==> src/rtl/tlbw_pkg.sv <==
`timescale 1ns / 1ps
package tlbw_pkg;

  localparam int TLB_ENTRIES = 64;
  localparam int PAGE_SHIFT = 12;
  localparam int LFSR_W = 16;
  localparam logic [LFSR_W-1:0] LFSR_SEED = 16'hACE1;

  localparam logic FUNC_XLATE = 1'b0;
  localparam logic FUNC_DATA = 1'b1;

  localparam logic KIND_ADDR = 1'b0;
  localparam logic KIND_READ = 1'b1;

  localparam logic CFG_PAGING = 1'b0;
  localparam logic CFG_DIR_BASE = 1'b1;

  typedef enum logic [1:0] {
    PH_IDLE,
    PH_HIT,
    PH_DIR,
    PH_TABLE
  } phase_t;

  typedef enum logic [2:0] {
    OUT_PASS,
    OUT_HIT,
    OUT_DIR,
    OUT_TABLE,
    OUT_FILL
  } out_sel_t;

  typedef struct packed {
    logic     load_out;
    out_sel_t out_sel;
    logic     latch_lin;
    logic     frame_rd;
    logic     start_walk;
    logic     fill;
  } cmd_t;

  typedef struct packed {
    logic paging;
    logic hit;
    logic out_free;
    logic victim_ready;
  } status_t;

endpackage

==> src/rtl/tlbw_ctrl.sv <==
`timescale 1ns / 1ps
module tlbw_ctrl import tlbw_pkg::*; (
  input  logic    clk,
  input  logic    rst,
  input  logic    s_axis_tvalid,
  input  logic    s_axis_tuser,
  output logic    s_axis_tready,
  input  status_t status,
  output cmd_t    cmd
);

  phase_t state;
  phase_t state_next;
  logic   accept;

  always_ff @(posedge clk) begin
    if (rst) begin
      state <= PH_IDLE;
    end else begin
      state <= state_next;
    end
  end

  assign accept = s_axis_tvalid & s_axis_tready;

  always_comb begin
    state_next = state;
    cmd = '0;
    cmd.out_sel = OUT_PASS;
    s_axis_tready = 1'b0;
    unique case (state)
      PH_IDLE: begin
        s_axis_tready = status.out_free;
        if (accept && s_axis_tuser == FUNC_XLATE) begin
          if (!status.paging) begin
            cmd.load_out = 1'b1;
            cmd.out_sel = OUT_PASS;
          end else if (status.hit) begin
            cmd.frame_rd = 1'b1;
            cmd.latch_lin = 1'b1;
            state_next = PH_HIT;
          end else begin
            cmd.load_out = 1'b1;
            cmd.out_sel = OUT_DIR;
            cmd.latch_lin = 1'b1;
            cmd.start_walk = 1'b1;
            state_next = PH_DIR;
          end
        end
      end
      PH_HIT: begin
        if (status.out_free) begin
          cmd.load_out = 1'b1;
          cmd.out_sel = OUT_HIT;
          state_next = PH_IDLE;
        end
      end
      PH_DIR: begin
        s_axis_tready = status.out_free;
        if (accept && s_axis_tuser == FUNC_DATA) begin
          cmd.load_out = 1'b1;
          cmd.out_sel = OUT_TABLE;
          state_next = PH_TABLE;
        end
      end
      PH_TABLE: begin
        s_axis_tready = status.out_free & status.victim_ready;
        if (accept && s_axis_tuser == FUNC_DATA) begin
          cmd.load_out = 1'b1;
          cmd.out_sel = OUT_FILL;
          cmd.fill = 1'b1;
          state_next = PH_IDLE;
        end
      end
      default: begin
        state_next = PH_IDLE;
      end
    endcase
  end

endmodule

==> src/rtl/tlbw_datapath.sv <==
`timescale 1ns / 1ps
module tlbw_datapath import tlbw_pkg::*; #(
  parameter int ENTRIES = TLB_ENTRIES
) (
  input  logic        clk,
  input  logic        rst,
  input  logic        cfg_we,
  input  logic        cfg_index,
  input  logic [19:0] cfg_data,
  input  logic [63:0] s_axis_tdata,
  output logic        m_axis_tvalid,
  input  logic        m_axis_tready,
  output logic [31:0] m_axis_tdata,
  output logic        m_axis_tuser,
  input  cmd_t        cmd,
  output status_t     status
);

  localparam int IW = (ENTRIES > 1) ? $clog2(ENTRIES) : 1;
  localparam int CW = $clog2(ENTRIES + 1);
  localparam int PW = LFSR_W + 32;
  localparam logic [63:0] RECIP_WIDE = (64'd1 << 32) / 64'(ENTRIES);
  localparam logic [31:0] RECIP = RECIP_WIDE[31:0];

  logic              paging;
  logic [19:0]       dir_base;
  logic [19:0]       tag_q [ENTRIES];
  logic [19:0]       frame_mem [ENTRIES];
  logic [19:0]       frame_q;
  logic [CW-1:0]     cnt;
  logic [31:0]       pend_lin;
  logic [IW-1:0]     victim;
  logic [LFSR_W-1:0] lfsr;
  logic              mod_busy;
  logic [PW-1:0]     mod_prod;
  logic [LFSR_W-1:0] mod_q;
  logic [LFSR_W-1:0] mod_sh;
  logic [LFSR_W-1:0] mod_rem;
  logic [LFSR_W-1:0] mod_fix;
  logic [31:0]       in_lin;
  logic [31:0]       in_data;
  logic              full;
  logic              hit_any;
  logic [IW-1:0]     hit_idx;
  logic              out_free;
  logic              kind_next;
  logic [31:0]       addr_next;

  assign in_lin = s_axis_tdata[31:0];
  assign in_data = s_axis_tdata[63:32];
  assign full = (cnt == CW'(ENTRIES));
  assign out_free = !m_axis_tvalid || m_axis_tready;

  always_ff @(posedge clk) begin
    if (rst) begin
      paging <= 1'b0;
      dir_base <= '0;
    end else if (cfg_we) begin
      unique case (cfg_index)
        CFG_PAGING:   paging <= cfg_data[0];
        CFG_DIR_BASE: dir_base <= cfg_data;
        default: ;
      endcase
    end
  end

  always_comb begin
    hit_any = 1'b0;
    hit_idx = '0;
    for (int i = 0; i < ENTRIES; i++) begin
      if ((CW'(i) < cnt) && (tag_q[i] == in_lin[31:12])) begin
        hit_any = 1'b1;
        hit_idx = hit_idx | IW'(i);
      end
    end
  end

  always_ff @(posedge clk) begin
    if (cmd.fill) begin
      tag_q[victim] <= pend_lin[31:12];
      frame_mem[victim] <= in_data[31:12];
    end
    if (cmd.frame_rd) begin
      frame_q <= frame_mem[hit_idx];
    end
    if (cmd.latch_lin) begin
      pend_lin <= in_lin;
    end
  end

  always_ff @(posedge clk) begin
    if (rst) begin
      cnt <= '0;
    end else if (cmd.fill && !full) begin
      cnt <= cnt + CW'(1);
    end
  end

  always_ff @(posedge clk) begin
    if (rst) begin
      lfsr <= LFSR_SEED;
    end else if (cmd.start_walk && full) begin
      lfsr <= {lfsr[0] ^ lfsr[2] ^ lfsr[3] ^ lfsr[5], lfsr[LFSR_W-1:1]};
    end
  end

  // victim slot: next free entry until full, else LFSR remainder by the
  // entry count via a reciprocal multiply, then one correction step
  assign mod_prod = PW'(lfsr) * PW'(RECIP);
  assign mod_rem = mod_sh - mod_q * LFSR_W'(ENTRIES);
  assign mod_fix = (mod_rem >= LFSR_W'(ENTRIES)) ? mod_rem - LFSR_W'(ENTRIES) : mod_rem;

  always_ff @(posedge clk) begin
    if (rst) begin
      mod_busy <= 1'b0;
    end else if (cmd.start_walk && full) begin
      mod_busy <= 1'b1;
    end else begin
      mod_busy <= 1'b0;
    end
  end

  always_ff @(posedge clk) begin
    if (cmd.start_walk) begin
      mod_sh <= lfsr;
      mod_q <= mod_prod[PW-1:32];
      if (!full) begin
        victim <= cnt[IW-1:0];
      end
    end else if (mod_busy) begin
      victim <= mod_fix[IW-1:0];
    end
  end

  always_comb begin
    case (cmd.out_sel)
      OUT_PASS: begin
        kind_next = KIND_ADDR;
        addr_next = in_lin;
      end
      OUT_HIT: begin
        kind_next = KIND_ADDR;
        addr_next = {frame_q, pend_lin[11:0]};
      end
      OUT_DIR: begin
        kind_next = KIND_READ;
        addr_next = {dir_base, 12'h000} + {20'h00000, in_lin[31:22], 2'b00};
      end
      OUT_TABLE: begin
        kind_next = KIND_READ;
        addr_next = {in_data[31:12], 12'h000} + {20'h00000, pend_lin[21:12], 2'b00};
      end
      OUT_FILL: begin
        kind_next = KIND_ADDR;
        addr_next = {in_data[31:12], pend_lin[11:0]};
      end
      default: begin
        kind_next = KIND_ADDR;
        addr_next = in_lin;
      end
    endcase
  end

  always_ff @(posedge clk) begin
    if (rst) begin
      m_axis_tvalid <= 1'b0;
    end else if (cmd.load_out) begin
      m_axis_tvalid <= 1'b1;
    end else if (m_axis_tready) begin
      m_axis_tvalid <= 1'b0;
    end
  end

  always_ff @(posedge clk) begin
    if (cmd.load_out) begin
      m_axis_tuser <= kind_next;
      m_axis_tdata <= addr_next;
    end
  end

  assign status.paging = paging;
  assign status.hit = hit_any;
  assign status.out_free = out_free;
  assign status.victim_ready = !mod_busy;

  a_fill_victim_ready: assert property (@(posedge clk) disable iff (rst)
    cmd.fill |-> !mod_busy)
    else $error("fill while victim slot still being computed");

  a_cnt_bound: assert property (@(posedge clk) disable iff (rst)
    cnt <= CW'(ENTRIES))
    else $error("fill count beyond entry count");

  a_load_free: assert property (@(posedge clk) disable iff (rst)
    cmd.load_out |-> out_free)
    else $error("output register overwritten before taken");

  a_busy_only_full: assert property (@(posedge clk) disable iff (rst)
    $rose(mod_busy) |-> full)
    else $error("random victim chosen with free entries left");

endmodule

==> src/rtl/tlb_with_two_level_page_walk_core.sv <==
`timescale 1ns / 1ps
// Pass-through: result in the output register in the cycle after the beat; beats flow on
// while the output is taken. A TLB hit goes through the registered frame memory read and
// blocks new beats until loaded; a miss puts the directory read out in the cycle after
// the beat. A walk waits on the two memory beats; with all entries valid the victim
// remainder is ready before the table beat. Reset (synchronous): TLB empty, paging off.
module tlb_with_two_level_page_walk_core import tlbw_pkg::*; #(
  parameter int ENTRIES = TLB_ENTRIES
) (
  input  logic        clk,
  input  logic        rst,
  input  logic        cfg_we,
  input  logic        cfg_index,
  input  logic [19:0] cfg_data,
  input  logic        s_axis_tvalid,
  output logic        s_axis_tready,
  input  logic [63:0] s_axis_tdata,  // linear_addr, read_data
  input  logic        s_axis_tuser,  // func
  output logic        m_axis_tvalid,
  input  logic        m_axis_tready,
  output logic [31:0] m_axis_tdata,  // address
  output logic        m_axis_tuser   // kind
);

  cmd_t    cmd;
  status_t status;

  tlbw_ctrl u_ctrl (
    .clk           (clk),
    .rst           (rst),
    .s_axis_tvalid (s_axis_tvalid),
    .s_axis_tuser  (s_axis_tuser),
    .s_axis_tready (s_axis_tready),
    .status        (status),
    .cmd           (cmd)
  );

  tlbw_datapath #(
    .ENTRIES (ENTRIES)
  ) u_datapath (
    .clk           (clk),
    .rst           (rst),
    .cfg_we        (cfg_we),
    .cfg_index     (cfg_index),
    .cfg_data      (cfg_data),
    .s_axis_tdata  (s_axis_tdata),
    .m_axis_tvalid (m_axis_tvalid),
    .m_axis_tready (m_axis_tready),
    .m_axis_tdata  (m_axis_tdata),
    .m_axis_tuser  (m_axis_tuser),
    .cmd           (cmd),
    .status        (status)
  );

endmodule

==> config.mk <==
export PLATFORM = sky130hd
export DESIGN_NAME = tlb_with_two_level_page_walk_core
export DESIGN_NICKNAME = d
export VERILOG_FILES = /design/src/rtl/tlbw_pkg.sv /design/src/rtl/tlbw_ctrl.sv /design/src/rtl/tlbw_datapath.sv /design/src/rtl/tlb_with_two_level_page_walk_core.sv
export SDC_FILE = /design/constraint.sdc
export NUM_CORES = 2
export LEC_CHECK = 0
export BUFFER_PORTS_ARGS = -buffer_cell sky130_fd_sc_hd__buf_2
export CORE_ASPECT_RATIO = 0.9
export CORE_MARGIN = 2
export CORE_UTILIZATION = 36
export DETAILED_ROUTE_END_ITERATION = 6
export GPL_ROUTABILITY_DRIVEN = 0
export PLACE_DENSITY = 0.57
export SLEW_MARGIN = 40
export SYNTH_ARGS = -nofsm -noshare
export SYNTH_HDL_FRONTEND = slang
export SYNTH_HIERARCHICAL = 1
export SYNTH_SLANG_ARGS = --single-unit
==> constraint.sdc <==
create_clock -name clk -period 9.64 [get_ports clk]
set_clock_uncertainty 0.05 [all_clocks]
set_input_delay 0.964 -clock clk [delete_from_list [all_inputs] [get_ports clk]]
set_output_delay 0.964 -clock clk [all_outputs]
set_load 0.02 [all_outputs]
# After elaboration in Yosys (flattened, before gate mapping)
# Memories as Yosys holds them, arrays and structs flattened. A register that Yosys moved wholly into a read port is not among the register bits.
# Cells that the tools add are included.
totals:
  regBits: 145
  latchBits: 0
  ramBits: 2560
  romBits: 0
  in_bits: 91
  output_inout_bits: 35
  elab_cells: 464
  memories: 2
op_classes:
  addsub: 5
  n_mul: 0
  div: 0
  magnitude_cmp: 65
  eq_ne: 79
  shift: 0
  mux: 209
  bitwise_logic: 6
  n_reduce_logical: 85
mem_list:
  columns: ["name", "depth", "word_bits", "read_ports", "rd_clocked_by_memory_dff", "write_ports", "line", "rtl"]
  rows:
  - ["u_datapath.frame_mem", 64, 20, 1, 1, 1, "tlbw_datapath.sv:28", "logic [19:0] frame_mem [ENTRIES];"]
  - ["u_datapath.tag_q", 64, 20, 64, 0, 1, "tlbw_datapath.sv:27", "logic [19:0] tag_q [ENTRIES];"]
op_table:
  columns: ["op", "n"]
  rows:
  - ["== test 20 bit", 64]
  - ["two-way mux 6 bit", 38]
  - ["< comparator 6 x 7 -> 1 bit (first input constant)", 32]
  - ["one-hot mux 32 bit (4 select lines)", 1]
  - ["< comparator 5 x 7 -> 1 bit (first input constant)", 16]
  - ["two-way mux 20 bit", 5]
  - ["two-way mux 1 bit", 94]
  - ["two-way mux 4 bit", 21]
  - ["two-way mux 5 bit", 16]
  - ["logical AND 1 bit", 68]
  - ["adder 32 x 12 -> 32 bit", 2]
  - ["< comparator 4 x 7 -> 1 bit (first input constant)", 8]
  - ["two-way mux 2 bit", 17]
  - ["two-way mux 16 bit", 2]
  - ["< comparator 3 x 7 -> 1 bit (first input constant)", 4]
  - ["two-way mux 7 bit", 4]
  - ["two-way mux 3 bit", 8]
  - [">= comparator 16 x 7 -> 1 bit (second input constant)", 1]
  - ["one-hot mux 4 bit (4 select lines)", 1]
  - ["subtractor 16 bit", 1]
  - ["< comparator 1 x 7 -> 1 bit (first input constant)", 2]
  - ["< comparator 2 x 7 -> 1 bit (first input constant)", 2]
  - ["!= test 2 x 1 -> 1 bit (second input constant)", 5]
  - ["nonzero test 2 bit", 5]
  - ["21 further kinds", 32]

# Depth between registers and ports, before layout
# An unclocked memory read counts as a cell.
depth:
  word_depth: 81
  depth_mapped: 23

# Cells and area by module
# Netlist, hierarchy kept.
modules_own_cells:
  columns: ["mod", "instances", "cells_each", "area_per_inst_um2", "seq_area_each_um2"]
  rows:
  - ["tlbw_datapath", 1, 7247, 112435.3, 80707.4]
  - ["tlbw_ctrl", 1, 34, 240.2, 40.0]

# Least setup slack after synthesis
# OpenSTA, ideal clock, no wires.
synth_path:
  path_kind: "input -> register"
  start: "in s_axis_tdata[29]"
  end: "reg u_datapath.victim[0], enable pin"
  setup_ps: 285
  arrival_ps: 5602
  setup_slack_ps: 3703
  cell_stages: 21
  path_buffers: 8
  path_cell_list: "buf_4 -> buf_6 -> buf_6 -> buf_6 -> buf_6 -> xnor2_1 -> nand4_1 -> nor4_1 -> nand4_1 -> nand3_1 -> or3_1 -> or4_1 -> or4_1 -> buf_4 -> or4_4 -> inv_1 -> clkbuf_1 -> inv_1 -> nor2_1 -> clkbuf_1 -> a21oi_1"
synth_rtl:
  columns: ["element", "line", "rtl"]
  rows:
  - ["start, declared", "tlb_with_two_level_page_walk_core.sv:17", "input logic [63:0] s_axis_tdata,"]
  - ["end signal, assigned", "tlbw_datapath.sv:128", "victim <= cnt[IW-1:0];"]
  - ["end signal, assigned", "tlbw_datapath.sv:131", "victim <= mod_fix[IW-1:0];"]
  - ["end, declared", "tlbw_datapath.sv:32", "logic [IW-1:0] victim;"]

# Final worst setup path
layout_path:
  start: "reg u_datapath.cnt[1]"
  end: "reg u_datapath.frame_q[16] (read register of u_datapath.frame_mem) (data pin)"
layout_between:
  elab_chain_cells: 76
  word_cells_on_any_way: 265
  classes_between: "64 x order compare; 137 x mux; 64 x reduce/logical"
layout_lines:
  columns: ["element", "line", "rtl"]
  rows:
  - ["start, declared", "tlbw_datapath.sv:30", "logic [CW-1:0] cnt;"]
  - ["start signal, assigned", "tlbw_datapath.sv:95", "cnt <= cnt + CW'(1);"]
  - ["< comparator 1 x 7 -> 1 bit", "tlbw_datapath.sv:71", "if ((CW'(i) < cnt) && (tag_q[i] == in_lin[31:12])) begin"]
  - ["logical AND 1 bit", "tlbw_datapath.sv:71", null]
  - ["two-way mux 1 bit (64 in a row)", "tlbw_datapath.sv:71", null]
  - ["two-way mux 1 bit", "tlbw_ctrl.sv:38", "end else if (status.hit) begin"]
  - ["two-way mux 1 bit", "tlbw_ctrl.sv:35", "if (!status.paging) begin"]
  - ["two-way mux 1 bit", "tlbw_ctrl.sv:34", "if (accept && s_axis_tuser == FUNC_XLATE) begin"]
  - ["two-way mux 1 bit", "tlbw_ctrl.sv:31", "unique case (state)"]
  - ["two-way mux 3 bit", "tlbw_ctrl.sv:35", null]
  - ["two-way mux 3 bit", "tlbw_ctrl.sv:34", null]
  - ["two-way mux 3 bit", "tlbw_ctrl.sv:31", null]
  - ["two-way mux 7 bit", "tlbw_ctrl.sv:34", null]
  - ["two-way mux 7 bit", "tlbw_ctrl.sv:31", null]
  - ["two-way mux 3 bit", "tlbw_ctrl.sv:31", null]
  - ["end, declared", "tlbw_datapath.sv:29", "logic [19:0] frame_q;"]
# Parallel ways exist; a longest one is shown, timed or not. The select of a mux whose other input is x is not followed.
# A chain may end at the register's enable or synchronous reset.

==> impl_metrics.prom <==
# TYPE chip_impl_metric gauge
chip_impl_metric{name="irDropWorstVdd",unit="mV"} 0.168
chip_impl_metric{name="drt-total-wl",unit="mm"} 375
chip_impl_info{name="crit_family",value="simple AND/OR/NAND/NOR gates"} 1
chip_impl_metric{name="grt_util_all_layers",unit="%"} 22.9
chip_impl_metric{name="global_route_wire_length_before_repair",unit="mm"} 515
chip_impl_metric{name="clock_power_share",unit="%"} 44.6
chip_impl_info{name="tritoncts",value="yes"} 1
chip_impl_metric{name="fin_nets",unit=""} 7687
chip_impl_metric{name="cts-buffers-inserted",unit=""} 295
chip_impl_metric{name="slew_headroom",unit="%"} 31.1
chip_impl_metric{name="path_buf_inv",unit=""} 3
chip_impl_metric{name="clock-sinks",unit=""} 2705
chip_impl_metric{name="postSynthCellCount",unit=""} 7281
chip_impl_metric{name="p_int",unit="W"} 0.0194
chip_impl_info{name="post-synth-top-area-cell",value="edfxtp_1"} 1
chip_impl_info{name="outcome",value="complete, but fails checks"} 1
chip_impl_metric{name="worst_pin_slew",unit="ns"} 1.03
chip_impl_metric{name="synth_seq_cells",unit=""} 2705
chip_impl_metric{name="post-route-drc-count",unit=""} 1
chip_impl_metric{name="post-dp-hpwl",unit="mm"} 219
chip_impl_info{name="min-delay-path-class",value="input pin to register"} 1
chip_impl_metric{name="drt_iter0_markers",unit=""} 10300
chip_impl_metric{name="antenna_found_initial",unit=""} 37
chip_impl_metric{name="r2r_slack",unit="ns"} 2.82
chip_impl_info{name="yosys-top-cells-count",value="edfxtp_1, xor2_1, nand2_1, xnor2_1, mux2i_1"} 1
chip_impl_metric{name="finalCritPeriodShare",unit="%"} 70.7
chip_impl_info{name="worst_hold_path.endpoint",value="u_datapath/pend_lin[0]$_DFFE_PP_"} 1
chip_impl_metric{name="worst-endpoint-required",unit="ns"} 10.27
chip_impl_metric{name="max-clock-path-buffers",unit=""} 4
chip_impl_info{name="slowest_stage",value="nand3_1"} 1
chip_impl_metric{name="netSwitchingFraction",unit="%"} 21.3
chip_impl_info{name="post-synth-top-count-cell",value="edfxtp_1"} 1
chip_impl_metric{name="placed_cells_incl_taps",unit=""} 11400
chip_impl_metric{name="dieArea",unit="mm²"} 0.317
chip_impl_metric{name="rows",unit=""} 194
chip_impl_metric{name="path_clk_slew",unit="ns"} 0.06
chip_impl_metric{name="syn_area_per_cell",unit="µm²"} 15.5
chip_impl_metric{name="final_cells",unit=""} 11900
chip_impl_info{name="crit_path_capture_type",value="register"} 1
chip_impl_metric{name="grt_start_max_net_pins",unit=""} 147
chip_impl_metric{name="detail_route.vias_per_cell",unit=""} 5.75
chip_impl_metric{name="comb_power_share",unit="%"} 3.2
chip_impl_metric{name="slew_violations",unit=""} 0
chip_impl_metric{name="synthesis.yosys.warnings",unit=""} 6
chip_impl_info{name="clk_root_buffer_cell",value="clkbuf_16"} 1
chip_impl_metric{name="setup_tns",unit="ns"} 0
chip_impl_metric{name="ys_types",unit=""} 95
chip_impl_metric{name="pwr-share-seq",unit="%"} 52.2
chip_impl_metric{name="grt-ovfl-total",unit=""} 0
chip_impl_metric{name="later_pin_clock_latency_in_the_skew_report",unit="ns"} 0.88
chip_impl_metric{name="routed-via-count",unit=""} 68700
chip_impl_info{name="crit_type",value="register to register"} 1
chip_impl_info{name="worstPathCellList",value="nand3_1 > a211oi_1 > inv_1 > nor4b_1 > nor3_1 > nor4b_1 > buf_4 > nand3_4 > buf_4 > mux2_2 > a222oi_1 > nor3b_1 > a31o_1"} 1
chip_impl_metric{name="ant_nets",unit=""} 0
chip_impl_info{name="synthFlopType",value="edfxtp_1"} 1
chip_impl_metric{name="crit_path_max_incr_delay",unit="ns"} 0.93
chip_impl_metric{name="clock.fmax",unit="MHz"} 147
chip_impl_info{name="hold_path_startpoint",value="s_axis_tdata[0]"} 1
chip_impl_info{name="cell_types_occupying_the_most_area_after_synthesis",value="edfxtp_1, xor2_1, xnor2_1, mux2i_1, nand2_1"} 1
chip_impl_metric{name="r2r_cells",unit=""} 13
chip_impl_metric{name="finalSetupViolCount",unit=""} 0
chip_impl_metric{name="timing.hold.worst_path_depth",unit=""} 1
chip_impl_metric{name="drive_gt1_share",unit="%"} 13.3
chip_impl_metric{name="holdBufCountCts",unit=""} 0
chip_impl_metric{name="power_leakage",unit="nW"} 41.4
chip_impl_metric{name="place.port_buffers",unit=""} 113
chip_impl_metric{name="first_global_vias",unit=""} 64900
chip_impl_metric{name="starting_utilization_of_the_core_area",unit="%"} 36.2
chip_impl_metric{name="area.growth.synth_to_final",unit="%"} 14.4
chip_impl_info{name="rsz0062_at_grt",value="false"} 1
chip_impl_metric{name="design.core.area",unit="mm²"} 0.311
chip_impl_metric{name="die_h",unit="µm"} 535
chip_impl_metric{name="synthesis.area",unit="mm²"} 0.113
chip_impl_metric{name="synth_seq_area_share",unit="%"} 71.7
chip_impl_metric{name="drt_pass1_iterations",unit=""} 7
chip_impl_metric{name="maxCapViolations",unit=""} 0
chip_impl_metric{name="ys_async_sr_fraction",unit="%"} 0
chip_impl_metric{name="power_per_cell_area",unit="mW/mm²"} 191
chip_impl_metric{name="switching_power",unit="W"} 0.00525
chip_impl_metric{name="post_cts_resize_count",unit=""} 0
chip_impl_metric{name="netlist.area_leader.share",unit="%"} 70.8
chip_impl_info{name="violations",value="design-rule violations"} 1
chip_impl_metric{name="worst-path-max-fanout",unit=""} 41
chip_impl_metric{name="worst-endpoint-arrival",unit="ns"} 7.45
chip_impl_metric{name="minimum_clock_period",unit="ns"} 6.82
chip_impl_metric{name="synth_enable_flop_cells",unit=""} 2657
chip_impl_metric{name="final_hold_viol_count",unit=""} 0
chip_impl_metric{name="route.detailed.wl_per_inst",unit="µm"} 31.4
chip_impl_metric{name="cts.repair_timing.setup_buffer_count",unit=""} 0
chip_impl_metric{name="synthesis.nets",unit=""} 7374
chip_impl_info{name="critical_register_to_register_path_endpoint",value="u_datapath/frame_q[16]$_DFFE_PP_"} 1
chip_impl_info{name="worst_setup_path_start_kind",value="register"} 1
chip_impl_metric{name="die_width",unit="µm"} 594
chip_impl_info{name="r2r_start",value="u_datapath/cnt[1]$_SDFFE_PP0P_"} 1
chip_impl_metric{name="ios",unit=""} 126
chip_impl_metric{name="htree_levels",unit=""} 5
cells by family after synthesis:
kind of cell             count (synthesis)  share of synthesized area [%]
flip-flops                            2705                           71.7
AND/OR/NAND/NOR                       1693                           7.53
XOR/XNOR                              1288                           10.0
AO/OA/AOI/OAI                          830                           5.07
buffers and inverters                  438                           2.57
multiplexers                           325                           3.13
adder cells (fa/ha/maj)                  2                         0.0222
worst max-delay path by stage:
stage	startpoint	endpoint	slack [ns]	cells past startpoint
final	u_datapath/cnt[1]$_SDFFE_PP0P_	u_datapath/frame_q[16]$_DFFE_PP_	2.82	13
after global placement	s_axis_tdata[12]	u_datapath/frame_q[13]$_DFFE_PP_	2.26	17
after floorplan	s_axis_tdata[29]	u_datapath/victim[0]$_DFFE_PP_	3.70	21
after detailed placement	s_axis_tdata[12]	u_datapath/lfsr[15]$_SDFFE_PP1P_	2.27	14
after CTS	u_datapath/cnt[1]$_SDFFE_PP0P_	u_datapath/frame_q[16]$_DFFE_PP_	3.01	13
after global routing	u_datapath/cnt[1]$_SDFFE_PP0P_	u_datapath/frame_q[11]$_DFFE_PP_	2.66	16
per-stage QoR:
| stage | total power (W) | instance area (µm²) | setup WS, ns | util (%) | hold WS [ns] |
|---|---|---|---|---|---|
| floorplan | 0.0135 | 113000 | 3.70 | - | 0.380 |
| global placement | 0.0139 | 119000 | 2.26 | 38.2 | 0.395 |
| detailed placement | 0.0139 | 119000 | 2.27 | 38.4 | 0.396 |
| CTS | 0.0248 | 129000 | 3.01 | 41.4 | 0.219 |
| global route | 0.0253 | 129000 | 2.66 | 41.4 | 0.264 |
| finish | 0.0246 | 129000 | 2.82 | 41.5 | 0.271 |
registers in the layout (all words and copies together), names as in the netlist:
| register | flops |
|---|---|
| u_datapath/pend_lin | 32 |
| u_datapath/victim | 6 |
| u_datapath/mod_sh | 6 |
| u_datapath/m_axis_tdata | 32 |
| u_datapath/m_axis_tvalid | 1 |
| u_datapath/m_axis_tuser | 1 |
| u_datapath/frame_mem | 1280 |
| u_datapath/lfsr | 16 |
| u_datapath/mod_busy | 1 |
| u_datapath/tag_q | 1280 |
| u_ctrl/state | 2 |
| u_datapath/dir_base | 20 |
| u_datapath/frame_q | 20 |
| u_datapath/paging | 1 |
| u_datapath/cnt | 7 |
power groups by stage:
stage	Combinational, W	Sequential, W	Clock (W)
after floorplan	0.000423	0.0131	0
after global placement	0.000757	0.0131	0
after detailed placement	0.000773	0.0131	0
after CTS	0.000777	0.0129	0.0112
after global routing	0.000825	0.0128	0.0116
final	0.000788	0.0129	0.0110
layout make-up:
| class | count | area [µm²] |
|---|---|---|
| Tap cell | 4116 | 5150 |
| Fill cell | 27700 | 182000 |
| Timing Repair Buffer | 434 | 3690 |
| Inverter | 20 | 75.1 |
| Antenna cell | 6 | 15.0 |
| Multi-Input combinational cell | 4138 | 30000 |
| Clock buffer | 360 | 7690 |
| Clock inverter | 159 | 1570 |
| Sequential cell | 2705 | 80700 |
layout by cell type (no fill, tap or decap), drive strengths merged, types with 117 or more instances in the layout:
master and n:
a21oi 188, buf 431, clkbuf 363, clkinv 117, edfxtp 2657, mux2i 285
nand2 651, nand3 144, nand4 163, nor2 248, nor4 231, o21ai 148
xnor2 453, xor2 835
metal layers:
| layer | track usage, % | share of wire [%] | vias up |
|---|---|---|---|
| met5 | 0 | 0.0083 | - |
| met4 | 6.25 | 2.8 | 4 |
| met3 | 4.36 | 11 | 577 |
| met2 | 34.7 | 44 | 4000 |
| met1 | 33.7 | 42 | 35800 |
| li1 | - | - | 28300 |
No activity file was read; power rests on OpenSTA's default activity.
